## src/rtl/core/assert_macros.svh

```systemverilog
// ---------------------------------------------------------------------------
// Assertion macros
// Shared concurrent assertion wrappers for the barrier tracker RTL.
// ---------------------------------------------------------------------------
`ifndef ASSERT_MACROS_SVH
`define ASSERT_MACROS_SVH

// Clocked assertion that is switched off while reset is held.
`define BAT_ASSERT(label, clk, rst_n, prop, msg) \
  label: assert property (@(posedge clk) disable iff (!rst_n) prop) \
    else $error(msg);

// Clocked assertion that is also checked while reset is held.
`define BAT_ASSERT_RST(label, clk, prop, msg) \
  label: assert property (@(posedge clk) prop) \
    else $error(msg);

`endif

```

## src/rtl/core/bat_pkg.sv

```systemverilog
// ---------------------------------------------------------------------------
// Barrier arrival tracker package
// Field widths, command and status codes, and controller command type.
// ---------------------------------------------------------------------------
`default_nettype none

package bat_pkg;

  localparam int CMD_W      = 1;
  localparam int ID_W       = 32;
  localparam int SENDER_W   = 4;
  localparam int STATUS_W   = 3;
  localparam int COUNT_W    = 5;
  localparam int NODE_CFG_W = 5;

  // Number of distinct sender numbers the sender field can carry.
  localparam int SENDER_SPAN = 2 ** SENDER_W;

  localparam logic [NODE_CFG_W-1:0] NODE_COUNT_RESET = 5'd16;

  localparam logic [CMD_W-1:0] CMD_NOTIFY = 1'b0;
  localparam logic [CMD_W-1:0] CMD_WAIT   = 1'b1;

  localparam logic [STATUS_W-1:0] ST_PENDING   = 3'd0;
  localparam logic [STATUS_W-1:0] ST_COMPLETE  = 3'd1;
  localparam logic [STATUS_W-1:0] ST_DUPLICATE = 3'd2;
  localparam logic [STATUS_W-1:0] ST_FULL      = 3'd3;
  localparam logic [STATUS_W-1:0] ST_RANGE     = 3'd4;

  // Commands from the controller to the datapath.
  typedef struct packed {
    logic capture;  // latch the accepted transaction
    logic lookup;   // match the id against the slot table, issue the RAM read
    logic exec;     // apply the update and load the result register
  } bat_cmd_t;

endpackage

`default_nettype wire

```

## src/rtl/core/bat_ifs.sv

```systemverilog
// ---------------------------------------------------------------------------
// Barrier arrival tracker channel interfaces
// Valid/ready channels for request and result transactions.
// ---------------------------------------------------------------------------
`default_nettype none

interface bat_in_if import bat_pkg::*; ();
  logic                valid;
  logic                ready;
  logic [CMD_W-1:0]    command;
  logic [ID_W-1:0]     sync_id;
  logic [SENDER_W-1:0] sender_node;

  modport source (output valid, command, sync_id, sender_node, input ready);
  modport sink   (input valid, command, sync_id, sender_node, output ready);
endinterface

interface bat_out_if import bat_pkg::*; ();
  logic                valid;
  logic                ready;
  logic [STATUS_W-1:0] status;
  logic [COUNT_W-1:0]  arrived_count;

  modport source (output valid, status, arrived_count, input ready);
  modport sink   (input valid, status, arrived_count, output ready);
endinterface

`default_nettype wire

```

## src/rtl/core/bat_ram.sv

```systemverilog
// ---------------------------------------------------------------------------
// Generic RAM
// One write port and one read port with registered read data.
// ---------------------------------------------------------------------------
`default_nettype none

module bat_ram #(
  parameter int WIDTH = 8,
  parameter int DEPTH = 8
) (
  input  wire logic                                      clk,
  input  wire logic                                      we,
  input  wire logic [((DEPTH > 1) ? $clog2(DEPTH) : 1)-1:0] waddr,
  input  wire logic [WIDTH-1:0]                          wdata,
  input  wire logic                                      re,
  input  wire logic [((DEPTH > 1) ? $clog2(DEPTH) : 1)-1:0] raddr,
  output logic      [WIDTH-1:0]                          rdata
);

  logic [WIDTH-1:0] mem_r [DEPTH];

  always_ff @(posedge clk) begin
    if (we) begin
      mem_r[waddr] <= wdata;
    end
    if (re) begin
      rdata <= mem_r[raddr];
    end
  end

endmodule

`default_nettype wire

```

## src/rtl/core/bat_ctrl.sv

```systemverilog
// ---------------------------------------------------------------------------
// Barrier arrival tracker controller
// Sequences accept, lookup and execute, and owns the result valid flag.
// ---------------------------------------------------------------------------
`default_nettype none

`include "assert_macros.svh"

module bat_ctrl import bat_pkg::*; (
  input  wire logic clk,
  input  wire logic rst_n,
  input  wire logic in_valid,
  output logic      in_ready,
  output logic      out_valid,
  input  wire logic out_ready,
  output bat_cmd_t  cmd_o
);

  localparam logic [1:0] ST_IDLE   = 2'd0;
  localparam logic [1:0] ST_LOOKUP = 2'd1;
  localparam logic [1:0] ST_EXEC   = 2'd2;

  logic [1:0] state_r;
  logic [1:0] state_nxt;
  logic       out_valid_r;
  logic       out_valid_nxt;
  logic       slot_free;

  // The result register can take a new result when empty or being drained.
  assign slot_free = !out_valid_r || out_ready;

  assign in_ready      = (state_r == ST_IDLE);
  assign out_valid     = out_valid_r;
  assign cmd_o.capture = in_valid && in_ready;
  assign cmd_o.lookup  = (state_r == ST_LOOKUP);
  assign cmd_o.exec    = (state_r == ST_EXEC) && slot_free;

  always_comb begin
    state_nxt = state_r;
    unique case (state_r)
      ST_IDLE: begin
        if (in_valid) begin
          state_nxt = ST_LOOKUP;
        end
      end
      ST_LOOKUP: begin
        state_nxt = ST_EXEC;
      end
      ST_EXEC: begin
        if (slot_free) begin
          state_nxt = ST_IDLE;
        end
      end
      default: begin
        state_nxt = ST_IDLE;
      end
    endcase
  end

  always_comb begin
    out_valid_nxt = out_valid_r;
    if (cmd_o.exec) begin
      out_valid_nxt = 1'b1;
    end else if (out_ready) begin
      out_valid_nxt = 1'b0;
    end
  end

  always_ff @(posedge clk) begin
    if (!rst_n) begin
      state_r     <= ST_IDLE;
      out_valid_r <= 1'b0;
    end else begin
      state_r     <= state_nxt;
      out_valid_r <= out_valid_nxt;
    end
  end

  `BAT_ASSERT_RST(a_reset_to_idle, clk, !rst_n |=> state_r == ST_IDLE, "controller not idle after reset")
  `BAT_ASSERT(a_accept_to_lookup, clk, rst_n, cmd_o.capture |=> state_r == ST_LOOKUP, "accepted transaction did not enter lookup")
  `BAT_ASSERT(a_exec_sets_valid, clk, rst_n, cmd_o.exec |=> out_valid_r, "executed transaction produced no result")

endmodule

`default_nettype wire

```

## src/rtl/core/bat_datapath.sv

```systemverilog
// ---------------------------------------------------------------------------
// Barrier arrival tracker datapath
// Slot table with id match, arrival map/count RAM, and result register.
// ---------------------------------------------------------------------------
`default_nettype none

`include "assert_macros.svh"

module bat_datapath import bat_pkg::*; #(
  parameter int BARRIER_SLOTS = 8,
  parameter int MAX_NODES     = 16
) (
  input  wire logic                  clk,
  input  wire logic                  rst_n,
  input  wire bat_cmd_t              cmd_i,
  input  wire logic [CMD_W-1:0]      in_command,
  input  wire logic [ID_W-1:0]       in_sync_id,
  input  wire logic [SENDER_W-1:0]   in_sender_node,
  input  wire logic                  cfg_wr_en,
  input  wire logic [NODE_CFG_W-1:0] cfg_wr_data,
  output logic      [STATUS_W-1:0]   out_status,
  output logic      [COUNT_W-1:0]    out_arrived_count
);

  // Only senders the sender field can name ever set a map bit.
  localparam int MAP_W   = (MAX_NODES < SENDER_SPAN) ? MAX_NODES : SENDER_SPAN;
  localparam int BIT_W   = $clog2(MAP_W);
  localparam int SLOT_W  = (BARRIER_SLOTS > 1) ? $clog2(BARRIER_SLOTS) : 1;
  localparam int ENTRY_W = MAP_W + COUNT_W;
  localparam int CFG_MAX = (2 ** NODE_CFG_W) - 1;
  localparam logic [NODE_CFG_W-1:0] TARGET_MAX =
    NODE_CFG_W'((MAX_NODES > CFG_MAX) ? CFG_MAX : MAX_NODES);

  // Captured transaction
  logic [CMD_W-1:0]      cmd_r;
  logic [ID_W-1:0]       id_r;
  logic [SENDER_W-1:0]   sender_r;
  logic [NODE_CFG_W-1:0] node_count_r;

  // Slot table
  logic [BARRIER_SLOTS-1:0] slot_valid_r;
  logic [BARRIER_SLOTS-1:0] slot_valid_nxt;
  logic [ID_W-1:0]          slot_id_r [BARRIER_SLOTS];

  // Lookup results
  logic              hit;
  logic [SLOT_W-1:0] hit_idx;
  logic              free;
  logic [SLOT_W-1:0] free_idx;
  logic [SLOT_W-1:0] slot_sel;
  logic              hit_r;
  logic              free_r;
  logic [SLOT_W-1:0] slot_r;

  // Execute stage
  logic [ENTRY_W-1:0]    rd_entry;
  logic [ENTRY_W-1:0]    wr_entry;
  logic [MAP_W-1:0]      base_map;
  logic [COUNT_W-1:0]    base_cnt;
  logic [MAP_W-1:0]      bit_mask;
  logic [NODE_CFG_W-1:0] target;
  logic                  range_err;
  logic                  dup;
  logic                  wr_en;
  logic                  alloc;
  logic                  complete;
  logic [MAP_W-1:0]      new_map;
  logic [COUNT_W-1:0]    new_cnt;
  logic [STATUS_W-1:0]   exec_status;
  logic [COUNT_W-1:0]    exec_count;

  always_ff @(posedge clk) begin
    if (cmd_i.capture) begin
      cmd_r    <= in_command;
      id_r     <= in_sync_id;
      sender_r <= in_sender_node;
    end
  end

  always_ff @(posedge clk) begin
    if (!rst_n) begin
      node_count_r <= NODE_COUNT_RESET;
    end else if (cfg_wr_en) begin
      node_count_r <= cfg_wr_data;
    end
  end

  // Ids are unique among valid slots, so the match order does not matter.
  always_comb begin
    hit     = 1'b0;
    hit_idx = '0;
    for (int i = 0; i < BARRIER_SLOTS; i++) begin
      if (slot_valid_r[i] && (slot_id_r[i] == id_r)) begin
        hit     = 1'b1;
        hit_idx = SLOT_W'(i);
      end
    end
  end

  // Lowest-numbered free slot.
  always_comb begin
    free     = 1'b0;
    free_idx = '0;
    for (int i = BARRIER_SLOTS - 1; i >= 0; i--) begin
      if (!slot_valid_r[i]) begin
        free     = 1'b1;
        free_idx = SLOT_W'(i);
      end
    end
  end

  assign slot_sel = hit ? hit_idx : free_idx;

  always_ff @(posedge clk) begin
    if (cmd_i.lookup) begin
      hit_r  <= hit;
      free_r <= free;
      slot_r <= slot_sel;
    end
  end

  bat_ram #(
    .WIDTH (ENTRY_W),
    .DEPTH (BARRIER_SLOTS)
  ) u_entry_ram (
    .clk   (clk),
    .we    (cmd_i.exec && wr_en),
    .waddr (slot_r),
    .wdata (wr_entry),
    .re    (cmd_i.lookup),
    .raddr (slot_sel),
    .rdata (rd_entry)
  );

  // A freshly allocated slot starts from an empty map and a zero count.
  assign base_map = hit_r ? rd_entry[ENTRY_W-1:COUNT_W] : '0;
  assign base_cnt = hit_r ? rd_entry[COUNT_W-1:0] : '0;

  // Target is the node count clamped to one through the node limit.
  always_comb begin
    target = node_count_r;
    if (target == '0) begin
      target = NODE_CFG_W'(1);
    end else if (target > TARGET_MAX) begin
      target = TARGET_MAX;
    end
  end

  assign range_err = (cmd_r == CMD_NOTIFY) && (NODE_CFG_W'(sender_r) >= target);
  // Only used when the sender is below the target, hence inside the map.
  assign bit_mask  = MAP_W'(1) << sender_r[BIT_W-1:0];
  assign dup       = |(base_map & bit_mask);

  always_comb begin
    exec_status = ST_PENDING;
    exec_count  = base_cnt;
    wr_en       = 1'b0;
    alloc       = 1'b0;
    complete    = 1'b0;
    new_map     = base_map;
    new_cnt     = base_cnt;
    if (range_err) begin
      exec_status = ST_RANGE;
    end else if (!hit_r && !free_r) begin
      exec_status = ST_FULL;
      exec_count  = '0;
    end else begin
      wr_en = 1'b1;
      alloc = !hit_r;
      if (cmd_r == CMD_NOTIFY) begin
        if (dup) begin
          exec_status = ST_DUPLICATE;
        end else begin
          new_map    = base_map | bit_mask;
          new_cnt    = base_cnt + COUNT_W'(1);
          exec_count = new_cnt;
        end
      end else if (NODE_CFG_W'(base_cnt) >= target) begin
        exec_status = ST_COMPLETE;
        complete    = 1'b1;
      end
    end
  end

  assign wr_entry = {new_map, new_cnt};

  always_comb begin
    slot_valid_nxt = slot_valid_r;
    if (cmd_i.exec) begin
      if (alloc) begin
        slot_valid_nxt[slot_r] = 1'b1;
      end
      if (complete) begin
        slot_valid_nxt[slot_r] = 1'b0;
      end
    end
  end

  always_ff @(posedge clk) begin
    if (!rst_n) begin
      slot_valid_r <= '0;
    end else begin
      slot_valid_r <= slot_valid_nxt;
    end
  end

  always_ff @(posedge clk) begin
    if (cmd_i.exec && alloc) begin
      slot_id_r[slot_r] <= id_r;
    end
  end

  always_ff @(posedge clk) begin
    if (cmd_i.exec) begin
      out_status        <= exec_status;
      out_arrived_count <= exec_count;
    end
  end

  `BAT_ASSERT(a_full_means_all_valid, clk, rst_n, (cmd_i.exec && exec_status == ST_FULL) |-> (&slot_valid_r), "table full reported with a free slot")
  `BAT_ASSERT(a_complete_frees_slot, clk, rst_n, (cmd_i.exec && exec_status == ST_COMPLETE) |=> !slot_valid_r[$past(slot_r)], "completed barrier slot not freed")
  `BAT_ASSERT(a_valid_only_on_exec, clk, rst_n, !cmd_i.exec |=> $stable(slot_valid_r), "slot table changed outside execute")

endmodule

`default_nettype wire

```

## src/rtl/core/barrier_arrival_tracker_top.sv

```systemverilog
// ---------------------------------------------------------------------------
// Barrier arrival tracker
// Tracks node arrivals for several barriers at once, keyed by barrier id.
// ---------------------------------------------------------------------------
// Each request transaction is an arrival notify or a wait poll for one
// barrier id and yields exactly one result transaction with a status code
// and the barrier's arrival count. A transaction passes through the
// accept cycle, a lookup cycle in which the id is compared against every
// slot in parallel and the slot's arrival map and count are read from the
// entry RAM, and an execute cycle that applies the update and loads the
// result register. The next request is accepted in the cycle after execute,
// so a new request is not taken until the previous one has executed;
// execute waits while a previous result is still held in the result register
// and not taken. The registered read of the entry RAM and a controller that
// handles one transaction at a time set this pacing. A notify allocates the
// lowest free slot when its barrier has none; a wait poll allocates too,
// and reports completion and frees the slot once the count reaches
// node_count clamped to one through MAX_NODES. Duplicate senders, senders
// at or above the target and a full table are reported as status codes
// without changing the table. node_count is written through
// cfg_wr_en/cfg_wr_data and must only be changed while the block is idle.
// No clearing pass is needed after reset.
// ---------------------------------------------------------------------------
`default_nettype none

module barrier_arrival_tracker_top import bat_pkg::*; #(
  parameter int BARRIER_SLOTS = 8,   // concurrent barriers, 1 to 64
  parameter int MAX_NODES     = 16   // upper limit of the node count, 2 to 64
) (
  input  wire logic                  clk,
  input  wire logic                  rst_n,
  bat_in_if.sink                     in_ch,
  bat_out_if.source                  out_ch,
  input  wire logic                  cfg_wr_en,
  input  wire logic [NODE_CFG_W-1:0] cfg_wr_data
);

  // Command bundle from the controller to the datapath.
  bat_cmd_t cmd;

  // The controller paces the transaction and owns both handshakes.
  bat_ctrl u_ctrl (
    .clk       (clk),
    .rst_n     (rst_n),
    .in_valid  (in_ch.valid),
    .in_ready  (in_ch.ready),
    .out_valid (out_ch.valid),
    .out_ready (out_ch.ready),
    .cmd_o     (cmd)
  );

  // The datapath holds the slot table, the entry RAM, the node count
  // register and the result payload register.
  bat_datapath #(
    .BARRIER_SLOTS (BARRIER_SLOTS),
    .MAX_NODES     (MAX_NODES)
  ) u_datapath (
    .clk               (clk),
    .rst_n             (rst_n),
    .cmd_i             (cmd),
    .in_command        (in_ch.command),
    .in_sync_id        (in_ch.sync_id),
    .in_sender_node    (in_ch.sender_node),
    .cfg_wr_en         (cfg_wr_en),
    .cfg_wr_data       (cfg_wr_data),
    .out_status        (out_ch.status),
    .out_arrived_count (out_ch.arrived_count)
  );

endmodule

`default_nettype wire

```

## src/flat_wrapper.sv

```systemverilog
// flat-port wrapper written by rule: the top's interface ports become plain ports
module barrier_arrival_tracker_top_flat import bat_pkg::*;
#(
  parameter int BARRIER_SLOTS = 8,                                  
  parameter int MAX_NODES     = 16                                            
)
  (clk, rst_n, cfg_wr_en, cfg_wr_data, in_ch_valid, in_ch_command, in_ch_sync_id, in_ch_sender_node, in_ch_ready, out_ch_valid, out_ch_status, out_ch_arrived_count, out_ch_ready);
  bat_in_if in_ch_i ();
  bat_out_if out_ch_i ();
  input  wire logic clk;
  input  wire logic rst_n;
  input  wire logic cfg_wr_en;
  input  wire logic [NODE_CFG_W-1:0] cfg_wr_data;
  input wire logic [$bits(in_ch_i.valid)-1:0] in_ch_valid;
  input wire logic [$bits(in_ch_i.command)-1:0] in_ch_command;
  input wire logic [$bits(in_ch_i.sync_id)-1:0] in_ch_sync_id;
  input wire logic [$bits(in_ch_i.sender_node)-1:0] in_ch_sender_node;
  output wire logic [$bits(in_ch_i.ready)-1:0] in_ch_ready;
  output wire logic [$bits(out_ch_i.valid)-1:0] out_ch_valid;
  output wire logic [$bits(out_ch_i.status)-1:0] out_ch_status;
  output wire logic [$bits(out_ch_i.arrived_count)-1:0] out_ch_arrived_count;
  input wire logic [$bits(out_ch_i.ready)-1:0] out_ch_ready;
  assign in_ch_i.valid = in_ch_valid;
  assign in_ch_i.command = in_ch_command;
  assign in_ch_i.sync_id = in_ch_sync_id;
  assign in_ch_i.sender_node = in_ch_sender_node;
  assign in_ch_ready = in_ch_i.ready;
  assign out_ch_valid = out_ch_i.valid;
  assign out_ch_status = out_ch_i.status;
  assign out_ch_arrived_count = out_ch_i.arrived_count;
  assign out_ch_i.ready = out_ch_ready;
  barrier_arrival_tracker_top #(.BARRIER_SLOTS(BARRIER_SLOTS), .MAX_NODES(MAX_NODES)) u_core (.clk(clk), .rst_n(rst_n), .in_ch(in_ch_i), .out_ch(out_ch_i), .cfg_wr_en(cfg_wr_en), .cfg_wr_data(cfg_wr_data));
endmodule
```

## config.mk

```make
export PLATFORM = sky130hd
export DESIGN_NAME = barrier_arrival_tracker_top_flat
export DESIGN_NICKNAME = d
export VERILOG_FILES = /design/src/rtl/core/bat_pkg.sv /design/src/rtl/core/bat_ifs.sv /design/src/rtl/core/bat_ram.sv /design/src/rtl/core/bat_ctrl.sv /design/src/rtl/core/bat_datapath.sv /design/src/rtl/core/barrier_arrival_tracker_top.sv /design/src/flat_wrapper.sv
export VERILOG_INCLUDE_DIRS = /design/src /design/src/rtl/core
export SDC_FILE = /design/constraint.sdc
export NUM_CORES = 1
export LEC_CHECK = 0
export BUFFER_PORTS_ARGS = -buffer_cell sky130_fd_sc_hd__buf_2
export CAP_MARGIN = 20
export CORE_MARGIN = 5
export CORE_UTILIZATION = 47
export CTS_CLUSTER_DIAMETER = 100
export DETAILED_ROUTE_END_ITERATION = 6
export PLACE_DENSITY = 0.67
export SKIP_LAST_GASP = 1
export SLEW_MARGIN = 15
export SYNTH_ARGS = -nofsm -noshare
export SYNTH_HDL_FRONTEND = slang
export SYNTH_SLANG_ARGS = --single-unit
```

## constraint.sdc

```tcl
create_clock -name clk -period 4.5 [get_ports clk]
set_input_delay 0 -clock clk [delete_from_list [all_inputs] [get_ports clk]]
set_output_delay 0 -clock clk [all_outputs]
set_load 0.01 [all_outputs]
```

**Word level (Yosys, flattened, before mapping)**

Memory sizes are Yosys's and may differ from the RTL's. A register that Yosys moved wholly into a read port is not among the register bits.
Cells that the tools add are included.

- $add $sub $neg: 1
- Equality and inequality tests: 12
- Shift-type cells: 1
- Reductions and logical operators: 25
- Mux-type cells: 65
- Magnitude comparators: 5
- Bitwise gates (word level): 6

Operators with widths:

| kind | number |
|---|---|
| equality test 32 bit | 8 |
| two-way mux 16 bit | 5 |
| two-way mux 3 bit | 17 |
| two-way mux 5 bit | 9 |
| two-way mux 1 bit | 26 |
| two-way mux 8 bit | 3 |
| AND 16 bit | 1 |
| OR 16 bit | 1 |
| OR reduction 16 bit | 1 |
| left shift 1 x 4 -> 16 bit (first input constant) | 1 |
| logical AND 1 bit | 15 |
| AND 8 bit | 1 |
| NOT 8 bit | 1 |
| OR 8 bit | 1 |
| AND reduction 7 bit | 1 |
| two-way mux 2 bit | 3 |
| one-hot mux 2 bit (3 select lines) | 1 |
| adder 5 x 1 -> 5 bit (second input constant) | 1 |
| >= comparator 4 x 5 -> 1 bit | 1 |
| >= comparator 5 bit | 1 |
| > comparator 5 bit (second input constant) | 1 |
| zero test 5 bit | 1 |
| < comparator 3 x 4 -> 1 bit (second input constant) | 1 |
| inequality test 2 bit (second input constant) | 2 |
| other kinds (10) | 12 |

- Memories: 2
- Output and inout bits: 10
- Register bits: 66
- Input port bits: 47
- RAM bits: 424

Memory list:

| name | depth | bits a word | rd ports | clocked after memory_dff | wr ports | line | RTL |
|---|---|---|---|---|---|---|---|
| u_core.u_datapath.slot_id_r | 8 | 32 | 8 | 0 | 1 | bat_datapath.sv:43 | `logic [ID_W-1:0] slot_id_r [BARRIER_SLOTS];` |
| u_core.u_datapath.u_entry_ram.mem_r | 8 | 21 | 1 | 1 | 1 | bat_ram.sv:20 | `logic [WIDTH-1:0] mem_r [DEPTH];` |

**Depth between registers and ports, before layout**

Gate-level depths: netlist (run 1).
An unclocked memory read counts as a cell.

- Depth after elaboration: 12
- Depth in mapped cells: 14
- Depth with buffers taken out: 13

**By module**

From an unflattened synthesis (run 1), not the netlist that was laid out.

- Cell total of the unflattened synthesis: 1190
- Area total of the unflattened synthesis: 21224.1 um^2

Modules (own cells, without submodules):

| module | seq. area each (um^2) | area an instance (um^2) | times used | cells an instance |
|---|---|---|---|---|
| bat_datapath | 9449.1 | 13928.4 | 1 | 899 |
| bat_ram | 5675.4 | 7149.4 | 1 | 277 |
| bat_ctrl | 60.1 | 146.4 | 1 | 14 |

**Least setup slack after synthesis (run 1)**

OpenSTA, ideal clock, no wires.

- Kind: reg-to-reg
- From: register u_core.u_datapath.node_count_r[1]
- To: register u_core.u_datapath.slot_valid_r[6]
- Clock period less this slack: 4.021 ns
- Data arrival time: 3.938 ns
- Buffers on the path: 1
- Stages on the path, launching flop included: 15
- Data required time: 4.418 ns
- Path slack: 0.479 ns
- Cell sequence: dfxtp_1 -> nor3_1 -> nor2_1 -> nor2_1 -> ha_1 -> nand2b_1 -> a21o_1 -> a21o_1 -> a21oi_1 -> nor3_1 -> or3b_2 -> clkbuf_1 -> nor2_1 -> o21ai_0 -> a41oi_1

- Cells in the longest elaborated chain, start to end: 10
- Elaborated cells on any way between the ends: 16
- Those cells by class: order compare: 3; mux: 10; bitwise: 1; reduce/logical: 2

RTL lines:

| element | line | RTL |
|---|---|---|
| start, declared | bat_datapath.sv:38 | `logic [NODE_CFG_W-1:0] node_count_r;` |
| start signal, assigned | bat_datapath.sv:84 | `node_count_r <= cfg_wr_data;` |
| > comparator 5 bit | bat_datapath.sv:144 | `end else if (target > TARGET_MAX) begin` |
| two-way mux 5 bit | bat_datapath.sv:144 |  |
| two-way mux 5 bit (*) | bat_datapath.sv:142 | `if (target == '0) begin` |
| >= comparator 4 x 5 -> 1 bit (*) | bat_datapath.sv:149 | `assign range_err = (cmd_r == CMD_NOTIFY) && (NODE_CFG_W'(sender_r) >= target);` |
| logical AND 1 bit (*) | bat_datapath.sv:149 |  |
| net u_core.u_datapath.range_err | bat_datapath.sv:62 | `logic range_err;` |
| two-way mux 1 bit | bat_datapath.sv:162 | `if (range_err) begin` |
| two-way mux 8 bit | bat_datapath.sv:190 | `if (alloc) begin` |
| two-way mux 8 bit | bat_datapath.sv:189 | `if (cmd_i.exec) begin` |
| AND 8 bit (no line) | n/a |  |
| two-way mux 8 bit (*) | bat_datapath.sv:193 | `if (complete) begin` |
| end signal, assigned | bat_datapath.sv:203 | `slot_valid_r <= slot_valid_nxt;` |
| end, declared | bat_datapath.sv:41 | `logic [BARRIER_SLOTS-1:0] slot_valid_r;` |

Mark *: on every way through the listed nets, which the timed path passes. The rest lies on a longest branch. The select of a mux whose other input is x is not followed.
A chain may end at the register's enable or synchronous reset.

**Worst setup path in the final report (run 1)**

- From: register u_core.u_datapath.node_count_r[1]
- To: memory u_core.u_datapath.u_entry_ram.mem_r[1][9] (netlist bit) (data pin)

- Cells in the longest elaborated chain, start to end: 6
- Elaborated cells on any way between the ends: 7
- Those cells by class: order compare: 2; mux: 3; reduce/logical: 2

RTL lines:

| element | line | RTL |
|---|---|---|
| > comparator 5 bit | bat_datapath.sv:144 |  |
| two-way mux 5 bit | bat_datapath.sv:144 |  |
| two-way mux 5 bit (*) | bat_datapath.sv:142 |  |
| >= comparator 4 x 5 -> 1 bit (*) | bat_datapath.sv:149 |  |
| logical AND 1 bit (*) | bat_datapath.sv:149 |  |
| net u_core.u_datapath.range_err | bat_datapath.sv:62 |  |
| two-way mux 16 bit (*) | bat_datapath.sv:162 |  |
| net u_core.u_datapath.new_map[4] | bat_datapath.sv:67 | `logic [MAP_W-1:0] new_map;` |
| end, declared | bat_ram.sv:20 |  |

Mark *: on every way through the listed nets, which the timed path passes. The rest lies on a longest branch.

==> impl_metrics.json, run 1 <==
{
  "clkPwrFrac_pct": 41.2,
  "fill_cells": 3689,
  "fin_crit_ns": 4.00,
  "power_density_nw_per_um2": 387,
  "cts_tree": "yes",
  "grt_start_max_net_pins": 64,
  "cap_violations": 0,
  "critPathKind": "reg -> reg",
  "die_h_um": 228,
  "grt_setup_unrepaired": "false",
  "clkTransAtPathRegs_ns": 0.06,
  "grt_overflow": 0,
  "slew_headroom_pct": 33.8,
  "cts_made_buffers": 53,
  "ys_seq_elements": 511,
  "drtPass1Iterations": 7,
  "netlist.area_leader.share_pct": 66.6,
  "met1_usage_pct": 30.7,
  "slew_violations": 0,
  "start_kind": "flop",
  "fp.dieW_um": 228,
  "use_met3_pct": 5.06,
  "coreArea_um2": 46800,
  "peakVddDrop_mv": 0.300,
  "clk_path_buf_depth": 3,
  "required_ns": 4.83,
  "drive_gt1_share_pct": 16.6,
  "synth-main-ff-cell": "edfxtp_1",
  "vias": 13847,
  "postSynthAreaPerCell_um2": 14.6,
  "ys_seq_area_share_pct": 68.0,
  "clock_skew_ns": 0.0325,
  "synth_edf_count": 495,
  "clockRootBuffer": "clkbuf_16",
  "post-cts-setup-buffers": 0,
  "synth_cells": 1533,
  "top_usage_layer": "met2",
  "p_sw_share_pct": 22.0,
  "grt_pass1_wl_mm": 85.0,
  "dieArea_um2": 51900,
  "ys_top_cells_by_area": "edfxtp_1, xor2_1, xnor2_1, nor4_1, nand3_1",
  "vias_per_cell": 5.86,
  "drc": 0,
  "initial_utilization_pct": 47.7,
  "endpoint_kind": "flop",
  "min_period_over_period_pct": 88.9,
  "crit_fanout": 10,
  "synth_cell_types": 66,
  "hold_violations": 0,
  "rows": 79,
  "ctsResizeCount": 0,
  "dpl.hpwl_mm": 35.5,
  "status": "finished clean",
  "syn-cell-area_um2": 22300,
  "hold_class": "in -> reg",
  "setup_violations": 0,
  "wire_per_inst_um": 23.7,
  "leakagePower_nw": 8.64,
  "grt_pass1_vias": 13783,
  "yosys.area.top_type": "edfxtp_1",
  "p_seq_share_pct": 53.6,
  "yosys_warnings": 0,
  "clock_sinks": 511,
  "drt_iter0_drc": 1497,
  "tns_ns": 0,
  "clk_latency_ns": 0.62,
  "combPwrFrac_pct": 5.2,
  "io_buffers": 56,
  "antennaDiodeCount": 0,
  "num_io_pins": 57,
  "worst_pin_slew_ns": 0.993,
  "globalplace.congestion": 0.894,
  "grt.total_usage_pct": 21.1,
  "grtUsageMet2_pct": 31.9,
  "nets": 1768,
  "internal_power_mw": 7.82,
  "multi_input_area_um2": 6650,
  "routed_wl_mm": 56.0,
  "syn_to_final_growth_pct": 16.1,
  "max_freq_mhz": 250,
  "final-seq-area_um2": 15200,
  "fin_util_pct": 55.4,
  "cp.arrival_ns": 4.33,
  "syn_nets": 1590,
  "ys_async_sr_fraction_pct": 0,
  "antenna_found_initial": 0,
  "rrSetupSlack_ns": 0.50,
  "postRouteAntennaNets": 0,
  "htree_levels": 2,
  "p_switching_mw": 2.21
}
## area by class of cell
| cell class | instances | share of cell area (%) |
|---|---|---|
| clock buffer | 63 | 5.42 |
| clock inverter | 35 | 0.884 |
| inverter | 20 | 0.290 |
| tap | 607 | 2.93 |
| timing repair buffer | 208 | 6.18 |
| sequential | 511 | 58.6 |
| multi-input combinational | 917 | 25.7 |
## cells by family (layout without fill, tap and decap cells)
| logic type | Yosys count | in the layout | synth area share [%] |
|---|---|---|---|
| fa+ha+maj | 10 | 10 | 0.561 |
| mux | 29 | 29 | 1.31 |
| flops | 511 | 511 | 68.0 |
| compound gates | 224 | 224 | 7.59 |
| buf+inv | 105 | 326 | 2.54 |
| xor+xnor | 258 | 258 | 10.1 |
| simple gates | 396 | 396 | 9.84 |
## worst paths after layout
path / start / end / cells after the start
max: u_core.u_datapath.node_count_r[1]$_SDFFE_PN0P_ / u_core.u_datapath.u_entry_ram.mem_r[1][9]$_DFFE_PP_ / 14
min: in_ch_sync_id[20] / u_core.u_datapath.id_r[20]$_DFFE_PP_ / 2
max reg2reg: u_core.u_datapath.node_count_r[1]$_SDFFE_PN0P_ / u_core.u_datapath.u_entry_ram.mem_r[1][9]$_DFFE_PP_ / 14
min reg2reg: u_core.u_datapath.slot_r[1]$_DFFE_PN_ / u_core.u_datapath.slot_valid_r[6]$_SDFFE_PN0P_ / 1
## sequential cells by signal, indices dropped and copies added, names as in the netlist
signal and count:
u_core.u_ctrl.out_valid 1, u_core.u_datapath.free_r 1, u_core.u_datapath.id_r 32, u_core.u_datapath.hit_r 1, u_core.u_datapath.sender_r 4, u_core.u_datapath.u_entry_ram.rdata 21, u_core.u_ctrl.state_r 2, u_core.u_datapath.out_arrived_count 5
u_core.u_datapath.slot_r 3, u_core.u_datapath.u_entry_ram.mem_r 168, u_core.u_datapath.cmd_r 1, u_core.u_datapath.slot_id_r 256, u_core.u_datapath.out_status 3, u_core.u_datapath.slot_valid_r 8, u_core.u_datapath.node_count_r 5
## layout by cell type, fill, tap and decap left out, drive strengths merged, types with 24 or more instances in the layout
cell / count
a21bo: 64
edfxtp: 495
xor2: 174
inv: 24
clkbuf: 63
dlygate4sd3: 57
nand4: 37
o21ai: 82
clkinv: 29
nor4: 77
buf: 151
mux2i: 28
nor2: 59
nand3: 86
nand2: 42
xnor2: 84
## power by group through the flow
stage / combinational, mW / sequential, mW / clock [mW]
after global routing: 0.560 / 5.38 / 4.43
after global placement: 0.464 / 5.47 / 0
after detailed placement: 0.473 / 5.47 / 0
after floorplan: 0.308 / 5.41 / 0
final: 0.518 / 5.38 / 4.14
after CTS: 0.514 / 5.38 / 4.21
## cell usage after synthesis, types with 10 or more instances
library cell,n
nand3_1,85
clkbuf_1,25
o21ai_0,69
nor3_1,22
nand4_1,37
o2111ai_1,23
o21ai_1,13
mux2i_1,28
xnor2_1,84
edfxtp_1,495
xor2_1,174
nand2b_1,20
nor2b_1,13
a21bo_1,33
buf_2,36
nor2_1,59
buf_6,13
dfxtp_1,16
ha_1,10
a22oi_1,13
nor4_1,72
nand4b_1,10
inv_1,20
a21bo_2,30
nand2_1,41
## timing repair
action                     in CTS  in global routing
setup endpoints to repair       0                  0
hold buffers                   57                  0
hold endpoints to repair       58                  0
## per-layer routing
metal	vias up	part of all wire (%)
met5	-	0
met4	0	2.8
met3	118	9.9
met2	685	45
met1	6861	43
li1	6183	-
## critical path, cell delays in order, from the launching register on
cell and delay [ns]:
dfxtp_1 0.33, nor3_1 0.18, nor2_1 0.06, nor2_1 0.19
ha_1 0.26, nand2b_1 0.14, a21o_1 0.17, a21o_1 0.16
a21oi_1 0.14, nor3_1 0.06, buf_4 0.16, or3_1 0.52
nor3_1 0.72, a22oi_1 0.23, nor2_1 0.43
## through the flow
step / instance area, µm² / setup slack [ns] / cells / hold WS [ns] / power (mW)
floorplan: 22300 / 0.479 / 1533 / 0.0989 / 5.72
global placement: 23700 / 0.640 / 2206 / 0.176 / 5.94
detailed placement: 23700 / 0.647 / 2206 / 0.178 / 5.95
CTS: 25900 / 0.625 / 2361 / 0.0597 / 10.1
global route: 25900 / 0.362 / 2361 / 0.0749 / 10.4
finish: 25900 / 0.501 / 2361 / 0.0940 / 10.0
Note: power is estimated with default switching activity, not from simulation.
==> run 2, diff against run 1 <==
Settings changed: BUFFER_PORTS_ARGS -buffer_cell sky130_fd_sc_hd__buf_2 to -buffer_cell sky130_fd_sc_hd__buf_4, PLACE_DENSITY 0.67 to 0.74.
==> impl_metrics.json, run 2 (synthesis gave the netlist of run 1 again) <==
{
  "htree_levels": 2,
  "grt_overflow": 0,
  "coreArea_um2": 46800,
  "status": "finished clean",
  "holdPathEnd": "u_core.u_datapath.id_r[30]$_DFFE_PP_",
  "tns_ns": 0,
  "grt.total_usage_pct": 21.1,
  "globalplace.congestion": 0.911,
  "drive_gt1_share_pct": 16.3,
  "met2_length_mm": 26.2,
  "combPwrFrac_pct": 5.3,
  "die_h_um": 228,
  "grt_pass1_wl_mm": 85.3,
  "grt_start_max_net_pins": 64,
  "largest_reg_flops": 256,
  "critPathKind": "reg -> reg",
  "biggestRegsByFlops": "u_core.u_datapath.slot_id_r x256, u_core.u_datapath.u_entry_ram.mem_r x168, u_core.u_datapath.id_r x32",
  "leakagePower_nw": 8.68,
  "final-seq-area_um2": 15200,
  "hold_depth": 2,
  "cp.arrival_ns": 4.42,
  "cap_violations": 0,
  "p_switching_mw": 2.23,
  "hold_class": "in -> reg",
  "rrSetupSlack_ns": 0.49,
  "fp.dieW_um": 228,
  "slowest_delay_ns": 1.00,
  "io_buffers": 56,
  "rows": 79,
  "path_cells": "xor2_1 -> nor4_1 -> nand4_1 -> or4_1 -> nor4bb_2 -> a21bo_4 -> a21boi_2 -> buf_8 -> a21bo_1 -> o2111ai_1",
  "final_common_cell": "edfxtp_1",
  "fin_crit_ns": 4.01,
  "fill_cells": 3691,
  "postRouteAntennaNets": 0,
  "hp-start": "in_ch_sync_id[30]",
  "power_density_nw_per_um2": 390,
  "place_area_um2": 23800,
  "routed_wl_mm": 57.0,
  "slew_violations": 0,
  "wire_per_inst_um": 24.2,
  "required_ns": 4.91,
  "peakVddDrop_mv": 0.257,
  "hold_violations": 0,
  "dp_worst_setup_slack_ns": 0.468,
  "max_freq_mhz": 249,
  "syn_to_final_growth_pct": 16.9,
  "internal_power_mw": 7.94,
  "clk_path_buf_depth": 3,
  "clkTransAtPathRegs_ns": 0.06,
  "worst_pin_slew_ns": 0.985,
  "final_area_um2": 26100,
  "start_kind": "flop",
  "min_period_over_period_pct": 89.1,
  "clock_sinks": 511,
  "r2r_end": "u_core.u_datapath.u_entry_ram.rdata[19]$_DFFE_PN_",
  "clk_latency_ns": 0.62,
  "dieArea_um2": 51900,
  "antennaDiodeCount": 0,
  "final.setup.worst_slack_ns": 0.490,
  "top_register": "u_core.u_datapath.slot_id_r",
  "multi_input_area_um2": 6660,
  "reg2reg_depth": 10,
  "grt_setup_unrepaired": "false",
  "drt_iter0_drc": 1658,
  "drtPass1Iterations": 7,
  "drc": 0,
  "dpl.hpwl_mm": 35.7,
  "top_layer": "met4",
  "endpoint_kind": "flop",
  "crit_fanout": 16,
  "antenna_found_initial": 1,
  "initial_utilization_pct": 47.7,
  "slew_headroom_pct": 34.3,
  "nets": 1762,
  "grt_pass1_vias": 13726,
  "cp_num_buf_inv": 1,
  "wl_met1_mm": 24.6,
  "critPathSlowestCell": "edfxtp_1",
  "vias_per_cell": 5.98,
  "p_seq_share_pct": 52.8,
  "route.met3.wl_mm": 4.97,
  "num_io_pins": 57,
  "clockRootBuffer": "clkbuf_16",
  "vias": 14072,
  "r2r_start": "u_core.u_datapath.id_r[16]$_DFFE_PP_",
  "clock_skew_ns": 0.0309,
  "crit_family": "simple AND/OR/NAND/NOR gates",
  "p_sw_share_pct": 21.9,
  "setup_violations": 0,
  "cts_made_buffers": 53,
  "cts_tree": "yes",
  "mostFrequentLayoutCells": "edfxtp_1, xor2_1, buf_4",
  "clkPwrFrac_pct": 41.8
}
run 2: changes by cell type in the layout (fill, tap and decap cells not counted), moves of 3 or more:
cell | previous run | this run
buf_4 | 92 | 139
buf_12 | 3 | 6
buf_2 | 56 | 0
clkbuf_1 | 7 | 20
clkinv_1 | 19 | 7
run 2: how the worst max path moves through the flow:
stage / start / to / slack [ns] / cells past startpoint
after global routing: u_core.u_datapath.id_r[16]$_DFFE_PP_ / u_core.u_datapath.u_entry_ram.rdata[17]$_DFFE_PN_ / 0.37 / 10
after detailed placement: u_core.u_datapath.id_r[16]$_DFFE_PP_ / u_core.u_datapath.u_entry_ram.rdata[19]$_DFFE_PN_ / 0.47 / 9
after global placement: u_core.u_datapath.id_r[16]$_DFFE_PP_ / u_core.u_datapath.u_entry_ram.rdata[11]$_DFFE_PN_ / 0.52 / 9
final: u_core.u_datapath.id_r[16]$_DFFE_PP_ / u_core.u_datapath.u_entry_ram.rdata[19]$_DFFE_PN_ / 0.49 / 10
after CTS: u_core.u_datapath.id_r[16]$_DFFE_PP_ / u_core.u_datapath.u_entry_ram.rdata[19]$_DFFE_PN_ / 0.42 / 9
after floorplan: u_core.u_datapath.node_count_r[1]$_SDFFE_PN0P_ / u_core.u_datapath.slot_valid_r[6]$_SDFFE_PN0P_ / 0.48 / 14
run 2: worst reg2reg max path, cell delays in order (launching register included):
cell and delay [ns]:
edfxtp_1 1.00, xor2_1 0.20, nor4_1 0.30, nand4_1 0.13, or4_1 0.59, nor4bb_2 0.23
a21bo_4 0.25, a21boi_2 0.54, buf_8 0.24, a21bo_1 0.22, o2111ai_1 0.11
run 2: power by group through the flow:
stage / registers [mW] / clock network (mW) / logic, mW
6_report: 5.37 / 4.25 / 0.544
3_3_place_gp: 5.47 / 0 / 0.481
2_1_floorplan: 5.41 / 0 / 0.308
5_1_grt: 5.37 / 4.50 / 0.578
4_1_cts: 5.37 / 4.29 / 0.534
3_5_place_dp: 5.47 / 0 / 0.490
run 2: layout make-up:
cell class,count,share of cell area (%)
sequential,511,58.2
clock buffer,74,5.47
inverter,20,0.288
clock inverter,23,0.916
multi-input combinational,917,25.5
timing repair buffer,202,6.67
tap,607,2.91
run 2: repair_timing:
item	CTS	global route
gates resized for setup	0	0
hold endpoints to repair	53	0
endpoints found under the setup margin	0	0
buffers inserted	0	0
hold buffers	56	0
run 2: metrics by stage:
stage,instances,power (mW),util (%),hold WS (ns)
after floorplan,1533,5.72,-,0.0989
after global placement,2200,5.95,51.0,0.178
after detailed placement,2201,5.96,51.0,0.179
after CTS,2354,10.2,55.8,0.0867
after global routing,2354,10.5,55.8,0.105
final,2354,10.2,55.8,0.104
run 2: routing by layer:
layer / vias to the layer above / track usage [%]
met5: - / 0
li1: 6170 / -
met3: 100 / 3.53
met4: 0 / 5.05
met2: 703 / 33.1
met1: 7099 / 31.2
==> run 3, diff against run 2 <==
Settings changed: GPL_TIMING_DRIVEN set to 0, HOLD_SLACK_MARGIN set to 0.12.
Clock period 4.5 ns to 4.9 ns, I/O delays scaled along.
==> impl_metrics.json, run 3 (synthesis gave the netlist of run 1 again) <==
{
  "setup_violations": 0,
  "final.setup.worst_slack_ns": 0.113,
  "dieArea_um2": 51900,
  "rows": 79,
  "cp.arrival_ns": 5.18,
  "grt_overflow": 0,
  "antenna_found_initial": 0,
  "clock_skew_ns": 0.0200,
  "peakVddDrop_mv": 0.317,
  "mostFrequentLayoutCells": "edfxtp_1, xor2_1, dlygate4sd3_1",
  "endpoint_kind": "flop",
  "power_density_nw_per_um2": 351,
  "drive_gt1_share_pct": 15.0,
  "rrSetupSlack_ns": 0.11,
  "clk_latency_ns": 0.61,
  "grt_pass1_wl_mm": 91.2,
  "nets": 1801,
  "clockRootBuffer": "clkbuf_16",
  "die_h_um": 228,
  "cts_tree": "yes",
  "min_period_over_period_pct": 97.7,
  "grt_setup_unrepaired": "false",
  "syn_to_final_growth_pct": 18.3,
  "p_sw_share_pct": 22.5,
  "hold_violations": 0,
  "hold_slack_ns": 0.147,
  "start_kind": "flop",
  "antennaDiodeCount": 0,
  "vias": 14253,
  "wire_per_inst_um": 26.0,
  "worst_pin_slew_ns": 1.08,
  "clkPwrFrac_pct": 41.0,
  "drc": 0,
  "drt_iter0_drc": 1787,
  "routed_wl_mm": 62.2,
  "final_common_cell": "edfxtp_1",
  "postRouteAntennaNets": 0,
  "dpl.hpwl_mm": 43.1,
  "clock_sinks": 511,
  "fin_crit_ns": 4.79,
  "initial_utilization_pct": 47.7,
  "internal_power_mw": 7.19,
  "required_ns": 5.29,
  "io_buffers": 55,
  "biggestRegsByFlops": "u_core.u_datapath.slot_id_r x256, u_core.u_datapath.u_entry_ram.mem_r x168, u_core.u_datapath.id_r x32",
  "instances_no_fill": 2392,
  "crit_fanout": 10,
  "status": "finished clean",
  "slew_headroom_pct": 27.7,
  "clkTransAtPathRegs_ns": 0.06,
  "grt_pass1_vias": 13788,
  "max_freq_mhz": 209,
  "grt.total_usage_pct": 23.3,
  "leakagePower_nw": 8.73,
  "path_cells": "buf_2 -> xor2_1 -> nor4_1 -> nand4_1 -> nor3_1 -> nor4_2 -> a21bo_4 -> a21oi_1 -> clkbuf_1 -> a21bo_2 -> o2111ai_1",
  "critPathKind": "reg -> reg",
  "fp.dieW_um": 228,
  "p_seq_share_pct": 53.0,
  "grt_start_max_net_pins": 30,
  "cap_violations": 0,
  "dp_worst_setup_slack_ns": 0.272,
  "hold_class": "in -> reg",
  "largest_reg_flops": 256,
  "combPwrFrac_pct": 5.9,
  "globalplace.congestion": 0.981,
  "coreArea_um2": 46800,
  "critPathSlowestCell": "nor4_1",
  "htree_levels": 2,
  "p_switching_mw": 2.08,
  "top_register": "u_core.u_datapath.slot_id_r",
  "vias_per_cell": 5.96,
  "placed_cells": 2207,
  "drtPass1Iterations": 6,
  "tns_ns": 0,
  "clk_path_buf_depth": 3,
  "num_io_pins": 57,
  "slowest_delay_ns": 0.93,
  "slew_violations": 0,
  "post-cts-setup-buffers": 0,
  "cts_made_buffers": 51
}
==> run 3: cell types whose count changed in the layout (fill, tap and decap cells not counted), sizes merged <==
| cell | before | now |
|---|---|---|
| inv | 22 | 23 |
| clkbuf | 74 | 85 |
| dlygate4sd3 | 56 | 91 |
| clkinv | 16 | 26 |
| buf | 146 | 127 |
==> run 3: power by group through the flow <==
stage / Sequential, mW / Clock [mW] / Combinational (mW)
floorplan: 4.97 / 0 / 0.283
global placement: 5.00 / 0 / 0.456
detailed placement: 5.01 / 0 / 0.475
CTS: 4.91 / 3.85 / 0.535
global route: 4.92 / 4.03 / 0.581
finish: 4.92 / 3.80 / 0.549
==> run 3: timing repair <==
action,CTS,global route
hold endpoints to repair,61,0
hold buffers,91,0
endpoints found under the setup margin,0,6
resized for setup,0,1
==> run 3: layout make-up <==
| class | instances | area [µm²] |
|---|---|---|
| Inverter | 20 | 75.1 |
| Buffer | 85 | 492 |
| Clock inverter | 34 | 298 |
| Sequential cell | 511 | 15200 |
| Fill cell | 3620 | 20300 |
| Clock buffer | 60 | 1310 |
| Tap cell | 607 | 759 |
| Timing Repair Buffer | 158 | 1580 |
| Multi-Input combinational cell | 917 | 6710 |
==> run 3: routing by layer <==
layer  track usage, %  up-vias  part of all wire, %
li1                 -     6257                    -
met1             35.2     7124                   43
met2             34.8      774                   44
met3             4.99       98                   10
met4             5.77        0                  2.3
met5                0        -                    0
==> run 3: worst paths after layout <==
kind	start	to	cells past startpoint
setup reg to reg	u_core.u_datapath.id_r[5]$_DFFE_PP_	u_core.u_datapath.u_entry_ram.rdata[14]$_DFFE_PN_	11
setup / recovery	u_core.u_datapath.id_r[5]$_DFFE_PP_	u_core.u_datapath.u_entry_ram.rdata[14]$_DFFE_PN_	11
hold reg to reg	u_core.u_ctrl.out_valid$_SDFFE_PN0P_	u_core.u_ctrl.out_valid$_SDFFE_PN0P_	2
hold / removal	in_ch_sender_node[0]	u_core.u_datapath.sender_r[0]$_DFFE_PP_	2
==> run 3: per-stage QoR <==
stage	cell area [µm²]	total power [mW]	util (%)
3_5_place_dp	23900	5.48	51.1
2_1_floorplan	22300	5.25	-
6_report	26400	9.27	56.5
3_3_place_gp	23500	5.46	50.2
5_1_grt	26400	9.53	56.5
4_1_cts	26400	9.30	56.5
==> run 3: worst max-delay path, delay by kind of cell (launching register included) <==
family | cells | cell delay (ns)
xor+xnor | 1 | 0.12
buf+inv | 2 | 0.91
flops | 1 | 0.65
compound gates | 4 | 0.94
simple gates | 4 | 1.93
